[config.mk]
export PLATFORM = sky130hd
export DESIGN_NAME = ascii_integer_parser_top_flat
export DESIGN_NICKNAME = d
export VERILOG_FILES = /design/src/design/aip_pkg.sv /design/src/design/aip_in_if.sv /design/src/design/aip_out_if.sv /design/src/design/aip_front.sv /design/src/design/aip_back.sv /design/src/design/ascii_integer_parser_top.sv /design/src/flat_wrapper.sv
export SDC_FILE = /design/constraint.sdc
export NUM_CORES = 2
export LEC_CHECK = 0
export ABC_AREA = 1
export BUFFER_PORTS_ARGS = -buffer_cell sky130_fd_sc_hd__buf_2
export CORE_MARGIN = 3
export CORE_UTILIZATION = 33
export CTS_CLUSTER_SIZE = 24
export DETAILED_ROUTE_END_ITERATION = 10
export PLACE_DENSITY = 0.53
export SYNTH_ARGS = -nofsm -noshare
export SYNTH_HDL_FRONTEND = slang
export SYNTH_SLANG_ARGS = --single-unit
[constraint.sdc]
create_clock -name clk -period 15.1 [get_ports clk]
set_input_delay 0.755 -clock clk [delete_from_list [all_inputs] [get_ports clk]]
set_output_delay 0.755 -clock clk [all_outputs]
set_load 0.05 [all_outputs]
[src/design/aip_pkg.sv]
// aip_pkg: shared types and constants of the ascii integer parser
// no dependencies; used by the front, back and top level

package aip_pkg;

  localparam int MAX_STRING_LEN = 4096;
  localparam int POS_W          = $clog2(MAX_STRING_LEN);
  localparam int OFFS_W         = 12;
  localparam int OFFS_MAX       = 4095;
  localparam int CHAR_W         = 8;
  localparam int BASE_W         = 6;
  localparam int VALUE_W        = 64;
  localparam int QDEPTH         = 4;
  localparam int QA_W           = $clog2(QDEPTH);

  localparam logic [BASE_W-1:0] NOT_DIGIT = BASE_W'(36);
  localparam logic [BASE_W-1:0] BASE_MAX  = BASE_W'(36);
  localparam logic [BASE_W-1:0] BASE_AUTO = BASE_W'(0);
  localparam logic [BASE_W-1:0] BASE_ONE  = BASE_W'(1);
  localparam logic [BASE_W-1:0] BASE_OCT  = BASE_W'(8);
  localparam logic [BASE_W-1:0] BASE_DEC  = BASE_W'(10);
  localparam logic [BASE_W-1:0] BASE_HEX  = BASE_W'(16);

  typedef struct packed {
    logic [BASE_W-1:0] digit;
    logic              space;
    logic              plus;
    logic              minus;
    logic              zero;
    logic              ex;
  } char_class_t;

  typedef struct packed {
    logic              first;
    logic [BASE_W-1:0] base;
    char_class_t       cls;
  } q_entry_t;

endpackage

[src/design/aip_in_if.sv]
// aip_in_if: character channel, one byte of a string per transfer
// depends on nothing

interface aip_in_if;
  logic       valid;
  logic       ready;
  logic [7:0] char_code;
  logic       first_char;
  logic [5:0] base_select;

  modport source (output valid, char_code, first_char, base_select, input ready);
  modport sink   (input valid, char_code, first_char, base_select, output ready);
endinterface

[src/design/aip_out_if.sv]
// aip_out_if: result channel, one parsed integer per transfer
// depends on nothing

interface aip_out_if;
  logic               valid;
  logic               ready;
  logic signed [63:0] value;
  logic        [11:0] end_offset;
  logic               converted;

  modport source (output valid, value, end_offset, converted, input ready);
  modport sink   (input valid, value, end_offset, converted, output ready);
endinterface

[src/design/aip_front.sv]
// aip_front: classifies each incoming byte and holds it in a short queue
// depends on aip_pkg and aip_in_if

module aip_front (
  input  logic             clk,
  input  logic             rst_n,
  aip_in_if.sink           in_ch,
  output aip_pkg::q_entry_t q_data,
  output logic             q_valid,
  input  logic             q_pop
);
  import aip_pkg::*;

  function automatic char_class_t classify(input logic [CHAR_W-1:0] c);
    char_class_t r;
    r.digit = NOT_DIGIT;
    if (c >= "0" && c <= "9") begin
      r.digit = BASE_W'(c - "0");
    end else if (c >= "a" && c <= "z") begin
      r.digit = BASE_W'(c - "a" + 8'd10);
    end else if (c >= "A" && c <= "Z") begin
      r.digit = BASE_W'(c - "A" + 8'd10);
    end
    r.space = (c == 8'h20) || (c == 8'h09) || (c == 8'h0a) || (c == 8'h0d) ||
              (c == 8'h0c) || (c == 8'h0b);
    r.plus  = (c == "+");
    r.minus = (c == "-");
    r.zero  = (c == "0");
    r.ex    = (c == "x") || (c == "X");
    return r;
  endfunction

  q_entry_t        q_mem_r [QDEPTH];
  logic [QA_W-1:0] wr_ptr_r, wr_ptr_nxt;
  logic [QA_W-1:0] rd_ptr_r, rd_ptr_nxt;
  logic [QA_W:0]   count_r, count_nxt;
  logic            push;
  logic            pop;
  q_entry_t        entry;

  assign in_ch.ready = (count_r != (QA_W+1)'(QDEPTH));
  assign push        = in_ch.valid && in_ch.ready;
  assign pop         = q_pop && q_valid;
  assign q_valid     = (count_r != '0);
  assign q_data      = q_mem_r[rd_ptr_r];

  always_comb begin
    entry.first = in_ch.first_char;
    entry.base  = in_ch.base_select;
    entry.cls   = classify(in_ch.char_code);
  end

  always_comb begin
    wr_ptr_nxt = wr_ptr_r;
    rd_ptr_nxt = rd_ptr_r;
    count_nxt  = count_r;
    if (push) begin
      wr_ptr_nxt = (wr_ptr_r == QA_W'(QDEPTH-1)) ? '0 : wr_ptr_r + 1'b1;
    end
    if (pop) begin
      rd_ptr_nxt = (rd_ptr_r == QA_W'(QDEPTH-1)) ? '0 : rd_ptr_r + 1'b1;
    end
    if (push && !pop) begin
      count_nxt = count_r + 1'b1;
    end else if (pop && !push) begin
      count_nxt = count_r - 1'b1;
    end
  end

  always_ff @(posedge clk) begin
    if (!rst_n) begin
      wr_ptr_r <= '0;
      rd_ptr_r <= '0;
      count_r  <= '0;
    end else begin
      wr_ptr_r <= wr_ptr_nxt;
      rd_ptr_r <= rd_ptr_nxt;
      count_r  <= count_nxt;
    end
  end

  always_ff @(posedge clk) begin
    if (push) begin
      q_mem_r[wr_ptr_r] <= entry;
    end
  end
endmodule

[src/design/aip_back.sv]
// aip_back: parse engine stepping one classified byte per cycle, with result register; a result not yet taken stalls it
// depends on aip_pkg and aip_out_if

module aip_back (
  input  logic              clk,
  input  logic              rst_n,
  input  aip_pkg::q_entry_t q_data,
  input  logic              q_valid,
  output logic              q_pop,
  aip_out_if.source         out_ch
);
  import aip_pkg::*;

  localparam logic [2:0] PH_DONE   = 3'd0;
  localparam logic [2:0] PH_WS     = 3'd1;
  localparam logic [2:0] PH_SIGN   = 3'd2;
  localparam logic [2:0] PH_ZERO   = 3'd3;
  localparam logic [2:0] PH_HEX    = 3'd4;
  localparam logic [2:0] PH_DIGITS = 3'd5;

  localparam logic [POS_W-1:0] POS_MAX = POS_W'(MAX_STRING_LEN-1);

  logic [2:0]         phase_r, phase_nxt;
  logic               neg_r, neg_nxt;
  logic [BASE_W-1:0]  base_r, base_nxt;
  logic [VALUE_W-1:0] acc_r, acc_nxt;
  logic [POS_W-1:0]   pos_r, pos_nxt;
  logic [POS_W-1:0]   endm_r, endm_nxt;
  logic               seen_r, seen_nxt;

  logic               out_valid_r;
  logic [VALUE_W-1:0] out_value_r;
  logic [OFFS_W-1:0]  out_end_r;
  logic               out_conv_r;

  logic [VALUE_W-1:0] mul;
  logic [POS_W-1:0]   pos_cur;
  logic [POS_W-1:0]   pos_adv;
  logic [BASE_W-1:0]  bb;
  logic               fin;
  logic [VALUE_W-1:0] fin_value;
  logic [OFFS_W-1:0]  fin_end;
  logic [31:0]        endm_ext;
  logic               start_num;
  char_class_t        cl;

  assign q_pop   = q_valid && (!out_valid_r || out_ch.ready);
  assign cl      = q_data.cls;
  assign mul     = VALUE_W'(acc_r * base_r);
  // position of this byte, cleared when it starts a new string
  assign pos_cur = q_data.first ? '0 : pos_r;
  assign pos_adv = (pos_cur == POS_MAX) ? pos_cur : pos_cur + 1'b1;

  always_comb begin
    phase_nxt = phase_r;
    neg_nxt   = neg_r;
    base_nxt  = base_r;
    acc_nxt   = acc_r;
    pos_nxt   = pos_r;
    endm_nxt  = endm_r;
    seen_nxt  = seen_r;
    fin       = 1'b0;
    start_num = 1'b0;
    bb        = base_r;
    if (q_data.first) begin
      neg_nxt   = 1'b0;
      base_nxt  = q_data.base;
      acc_nxt   = '0;
      pos_nxt   = '0;
      endm_nxt  = '0;
      seen_nxt  = 1'b0;
      phase_nxt = PH_WS;
    end
    if (q_data.first && (q_data.base == BASE_ONE || q_data.base > BASE_MAX)) begin
      fin = 1'b1;
    end else begin
      unique case (phase_nxt)
        PH_WS: begin
          if (cl.space) begin
            pos_nxt = pos_adv;
          end else if (cl.plus || cl.minus) begin
            neg_nxt   = cl.minus;
            phase_nxt = PH_SIGN;
            pos_nxt   = pos_adv;
          end else begin
            start_num = 1'b1;
          end
        end
        PH_SIGN: start_num = 1'b1;
        PH_ZERO: begin
          if (cl.ex) begin
            phase_nxt = PH_HEX;
            pos_nxt   = pos_adv;
          end else begin
            bb        = (base_nxt == BASE_AUTO) ? BASE_OCT : base_nxt;
            base_nxt  = bb;
            phase_nxt = PH_DIGITS;
            if (cl.digit < bb) begin
              acc_nxt  = VALUE_W'(cl.digit);
              seen_nxt = 1'b1;
              endm_nxt = pos_adv;
              pos_nxt  = pos_adv;
            end else begin
              fin = 1'b1;
            end
          end
        end
        PH_HEX: begin
          base_nxt = BASE_HEX;
          if (cl.digit < BASE_HEX) begin
            acc_nxt   = VALUE_W'(cl.digit);
            seen_nxt  = 1'b1;
            endm_nxt  = pos_adv;
            pos_nxt   = pos_adv;
            phase_nxt = PH_DIGITS;
          end else begin
            fin = 1'b1;
          end
        end
        PH_DIGITS: begin
          if (cl.digit < base_r) begin
            acc_nxt  = mul + VALUE_W'(cl.digit);
            seen_nxt = 1'b1;
            endm_nxt = pos_adv;
            pos_nxt  = pos_adv;
          end else begin
            fin = 1'b1;
          end
        end
        default: ;
      endcase
      if (start_num) begin
        if (cl.zero && (base_nxt == BASE_AUTO || base_nxt == BASE_HEX)) begin
          acc_nxt   = '0;
          seen_nxt  = 1'b1;
          endm_nxt  = pos_adv;
          pos_nxt   = pos_adv;
          phase_nxt = PH_ZERO;
        end else begin
          bb = (base_nxt == BASE_AUTO) ? BASE_DEC : base_nxt;
          if (cl.digit < bb) begin
            base_nxt  = bb;
            acc_nxt   = VALUE_W'(cl.digit);
            seen_nxt  = 1'b1;
            endm_nxt  = pos_adv;
            pos_nxt   = pos_adv;
            phase_nxt = PH_DIGITS;
          end else begin
            fin = 1'b1;
          end
        end
      end
    end
    if (fin) begin
      phase_nxt = PH_DONE;
    end
  end

  // result of a finished parse, from the state after this byte's update
  always_comb begin
    endm_ext  = 32'(endm_nxt);
    fin_value = '0;
    fin_end   = '0;
    if (seen_nxt) begin
      fin_value = neg_nxt ? (VALUE_W'(0) - acc_nxt) : acc_nxt;
      fin_end   = (endm_ext > 32'(OFFS_MAX)) ? OFFS_W'(OFFS_MAX) : endm_ext[OFFS_W-1:0];
    end
  end

  always_ff @(posedge clk) begin
    if (!rst_n) begin
      phase_r     <= PH_DONE;
      neg_r       <= 1'b0;
      base_r      <= '0;
      acc_r       <= '0;
      pos_r       <= '0;
      endm_r      <= '0;
      seen_r      <= 1'b0;
      out_valid_r <= 1'b0;
    end else begin
      if (q_pop) begin
        phase_r <= phase_nxt;
        neg_r   <= neg_nxt;
        base_r  <= base_nxt;
        acc_r   <= acc_nxt;
        pos_r   <= pos_nxt;
        endm_r  <= endm_nxt;
        seen_r  <= seen_nxt;
      end
      if (q_pop && fin) begin
        out_valid_r <= 1'b1;
      end else if (out_ch.ready) begin
        out_valid_r <= 1'b0;
      end
    end
  end

  always_ff @(posedge clk) begin
    if (q_pop && fin) begin
      out_value_r <= fin_value;
      out_end_r   <= fin_end;
      out_conv_r  <= seen_nxt;
    end
  end

  assign out_ch.valid      = out_valid_r;
  assign out_ch.value      = out_value_r;
  assign out_ch.end_offset = out_end_r;
  assign out_ch.converted  = out_conv_r;
endmodule

[src/design/ascii_integer_parser_top.sv]
// ascii_integer_parser_top: streaming strtol-style parser, front queue plus parse engine
// depends on aip_pkg, aip_in_if, aip_out_if, aip_front and aip_back
//
//   port     direction  carries
//   in_ch    sink       char_code[7:0], first_char, base_select[5:0]
//   out_ch   source     value[63:0] signed, end_offset[11:0], converted
//
// one byte per cycle while results drain; the engine's 64x6 multiply-add sets the cycle
// a byte reaches the engine through a 4-entry queue, registered in the queue memory
// the result appears in the cycle after its terminating byte is processed
// reset is synchronous, active low, and needs no further sweep
// a stalled result holds the engine only; the queue keeps taking bytes until full

module ascii_integer_parser_top (
  input  logic       clk,
  input  logic       rst_n,
  aip_in_if.sink     in_ch,
  aip_out_if.source  out_ch
);
  import aip_pkg::*;

  q_entry_t q_data;
  logic     q_valid;
  logic     q_pop;

  aip_front u_front (
    .clk     (clk),
    .rst_n   (rst_n),
    .in_ch   (in_ch),
    .q_data  (q_data),
    .q_valid (q_valid),
    .q_pop   (q_pop)
  );

  aip_back u_back (
    .clk     (clk),
    .rst_n   (rst_n),
    .q_data  (q_data),
    .q_valid (q_valid),
    .q_pop   (q_pop),
    .out_ch  (out_ch)
  );
endmodule
[src/flat_wrapper.sv]
// flat-port wrapper written by rule: the top's interface ports become plain ports
module ascii_integer_parser_top_flat import aip_pkg::*;
  (clk, rst_n, in_ch_valid, in_ch_char_code, in_ch_first_char, in_ch_base_select, in_ch_ready, out_ch_valid, out_ch_value, out_ch_end_offset, out_ch_converted, out_ch_ready);
  aip_in_if in_ch_i ();
  aip_out_if out_ch_i ();
  input  logic clk;
  input  logic rst_n;
  input wire logic [$bits(in_ch_i.valid)-1:0] in_ch_valid;
  input wire logic [$bits(in_ch_i.char_code)-1:0] in_ch_char_code;
  input wire logic [$bits(in_ch_i.first_char)-1:0] in_ch_first_char;
  input wire logic [$bits(in_ch_i.base_select)-1:0] in_ch_base_select;
  output wire logic [$bits(in_ch_i.ready)-1:0] in_ch_ready;
  output wire logic [$bits(out_ch_i.valid)-1:0] out_ch_valid;
  output wire logic [$bits(out_ch_i.value)-1:0] out_ch_value;
  output wire logic [$bits(out_ch_i.end_offset)-1:0] out_ch_end_offset;
  output wire logic [$bits(out_ch_i.converted)-1:0] out_ch_converted;
  input wire logic [$bits(out_ch_i.ready)-1:0] out_ch_ready;
  assign in_ch_i.valid = in_ch_valid;
  assign in_ch_i.char_code = in_ch_char_code;
  assign in_ch_i.first_char = in_ch_first_char;
  assign in_ch_i.base_select = in_ch_base_select;
  assign in_ch_ready = in_ch_i.ready;
  assign out_ch_valid = out_ch_i.valid;
  assign out_ch_value = out_ch_i.value;
  assign out_ch_end_offset = out_ch_i.end_offset;
  assign out_ch_converted = out_ch_i.converted;
  assign out_ch_i.ready = out_ch_ready;
  ascii_integer_parser_top u_core (.clk(clk), .rst_n(rst_n), .in_ch(in_ch_i), .out_ch(out_ch_i));
endmodule
==> impl_metrics.csv <==
group,metric,value,unit
status,outcome,"finished clean",
timing,timing.final.crit_period,7.65,ns
synth,synth_edf_count,149,
power,p_sw,4.96,mW
timing,period_share,50.6,%
power,swShare,60.8,%
finish,final_util,36.3,%
worst_setup_path,critical_path_arrival,7.97,ns
floorplanning,dieHeight,311,um
worst_setup_path,crit_path_frequent_cell,"nand2_1",
synth,synth_area_per_cell,6.73,um2
run,maxCapViolations,0,
floorplanning,initial_core_util,33.4,%
clocking,clkSinkCount,258,
global_routing,grt_pass1_vias,28900,
synth,syn_nets,4990,
synth,ys_seq_area_share,21.7,%
power,ir_drop,0.000269,V
synth,synthArstFlopShare,0,%
placed_design,hpwl,86.0,mm
synth,yosysTopAreaCellShare,15.7,%
global_routing,antenna_found_initial,3,
worst_setup_path,cp.required,15.43,ns
finish,antenna_cells,0,
clocking,clk_pin_slew_worst_paths,0.06,ns
global_routing,grt_max_degree,154,
timing,worst_pin_slew,1.03,ns
placed_design,gp_congestion,1.00,
routing,wl_per_cell,19.2,um
timing,clock_skew,0.0417,ns
clocking,tritoncts.num_buffers,35,
finish,nets,4946,
worst_setup_path,startpoint_type,"register",
hold_path,hold_class,"input port to register",
routing,drt-total-wl,111,mm
routing,via_per_inst,5.07,
synth,synth.distinct_cells,68,
timing,setup_viol,0,
global_routing,grt_pass1_wl,172,mm
timing,slew_viol_final,0,
floorplanning,rows,111,
routing,route.detailed.drc,0,
routing,vias,29400,
worst_setup_path,cpLargestDelayFamily,"simple AND/OR/NAND/NOR gates",
synth,synth.area.top_cells,"fa_1 (16%), nand2_1 (16%), edfxtp_1 (15%)",
synth,synth_warnings,0,
clocking,htreeDepth,2,
timing,finalSetupTns,0,ns
finish,drive_above_1_share,7.07,%
global_routing,grt-ovfl-total,0,
timing,layout_setup_ws,7.45,ns
routing,firstDrtPassIters,5,
power,total_power,8.16,mW
worst_setup_path,cpPeakStageDelay,0.62,ns
synth,syn_area,30700,um2
synth,ys_ff_latch,258,
finish,area_growth,8.66,%
worst_setup_path,crit_type,"register to register",
timing,rsz0062_at_grt,"false",
clocking,cts_buffer_depth,3,
power,combinationalPowerShare,71.2,%
clocking,cts_setup_buffers,0,
clocking,ctsResizeCount,0,
worst_setup_path,endpoint_kind,"register",
timing,finalHoldViolCount,0,
power,p_seq_share,17.4,%
routing,drt_iter0_markers,2662,
worst_setup_path,cp_slowest_cell,"buf_4",
worst_setup_path,cp_max_fo,56,
clocking,clock_latency,0.59,ns
worst_setup_path,cp.buffers_inverters,7,
timing,max_freq,131,MHz
floorplanning,placeableCoreArea,91900,um2
placed_design,dp_slack,7.52,ns
global_routing,track_usage,22.6,%
synth,synth.most_common_cell,"nand2_1",
synth,yosys-top-cells-count,"nand2_1 (1283), inv_1 (827), nor2_1 (384)",
placed_design,port_buffers,97,
floorplanning,dieArea,96800,um2
routing,drtAntennaViolNets,0,
clocking,cts-root-buf,"clkbuf_16",
power,p_per_area,244,nW/um2
floorplanning,io-pin-count,98,
synth,synthFlopType,"edfxtp_1",
clocking,cts_hold_buf,0,
power,power_leakage,18.3,nW
power,pwr-share-clk,11.4,%
synth,yosysTopAreaCell,"fa_1",
timing,relSlewSlack,31.6,%
clocking,cts_tree,"built",
power,internal-power,3.19,mW
timing,whs,0.396,ns
floorplanning,die_x,311,um
synth,syn_inst,4569,
-- flip-flops by register name (all words and copies together) (netlist names), named ones only --
register / count
u_core.u_front.q_mem_r: 72
u_core.u_back.acc_r: 64
u_core.u_back.out_ch.value: 64
u_core.u_back.endm_r: 12
u_core.u_back.out_ch.end_offset: 12
u_core.u_back.pos_r: 12
u_core.u_back.base_r: 6
u_core.u_back.phase_r: 3
u_core.u_front.count_r: 3
u_core.u_front.rd_ptr_r: 2
u_core.u_front.wr_ptr_r: 2
u_core.u_back.neg_r: 1
u_core.u_back.out_ch.converted: 1
u_core.u_back.out_ch.valid: 1
u_core.u_back.seen_r: 1
-- worst reg2reg max path, delay by kind of cell (launching register included) --
| family | cells | cell delay (ns) |
|---|---|---|
| simple gates | 18 | 3.33 |
| buf+inv | 7 | 2.08 |
| compound gates | 5 | 1.14 |
| fa+ha+maj | 2 | 0.55 |
| flops | 1 | 0.30 |
-- logic make-up after synthesis --
kind of cell	share of synthesized area [%]
and+or+nand+nor	29.3
buffers and inverters	13.5
AOI/OAI and AO/OA	12.1
adders and majority gates	22.3
DFF	21.7
xor gates and xnor gates	1.17
-- layout by cell type (no fill, tap or decap), types with 9 or more instances in the layout --
master / n
nand2_1: 1281
inv_1: 825
nor2_1: 384
a21oi_1: 295
nand3_1: 243
fa_1: 241
o21ai_0: 230
ha_1: 161
edfxtp_1: 149
dfxtp_1: 103
buf_2: 97
nand4_1: 64
nor3_1: 47
clkbuf_16: 35
buf_4: 34
xor2_1: 28
o21ai_1: 27
nand2_2: 25
inv_2: 20
o211ai_1: 19
o21bai_1: 19
nor2_2: 16
or2_2: 16
xnor2_1: 13
o21ai_2: 10
nand3_2: 9
o21a_1: 9
clkinv_1: 9
-- path summary, 6_finish.rpt --
check	start	to	slack (ns)	depth (start not counted)
max	register	u_core.u_back.out_ch.value[50]	7.45	32
min	in_ch_base_select[2]	u_core.u_front.q_mem_r[1][13]	0.40	1
max reg2reg	register	u_core.u_back.out_ch.value[50]	7.45	32
min reg2reg	u_core.u_back.pos_r[5]	u_core.u_back.pos_r[5]	0.47	2
-- metrics by stage --
stage | cells | area [um2]
floorplan | 4569 | 30700
detailed placement | 5731 | 32100
global route | 5795 | 33400
CTS | 5795 | 33400
global placement | 5731 | 32100
finish | 5795 | 33400
-- area by class of cell --
type                       instances  area [um2]
sequential                       258        6660
clock buffer                      36         880
clock inverter                    28         390
multi-input combinational       3247       20000
timing repair buffer             132         761
inverter                         851        3200
tap                             1243        1560
fill                           10000       58500
-- metal layers --
metal	track usage [%]	routed length (um)	vias to the layer above
met4	6.04	3170	4
met5	0	21	-
li1	-	-	14200
met2	38.0	51400	1051
met1	30.6	49300	13900
met3	2.72	7420	180
-- power by group through the flow --
stage          Sequential, mW  Combinational, mW  Clock [mW]
3_3_place_gp             1.44               5.73           0
6_report                 1.42               5.81       0.930
4_1_cts                  1.43               5.76       0.948
2_1_floorplan            1.55               3.92           0
3_5_place_dp             1.44               5.72           0
5_1_grt                  1.46               6.39       0.970
(Power assumes the default switching activity.)
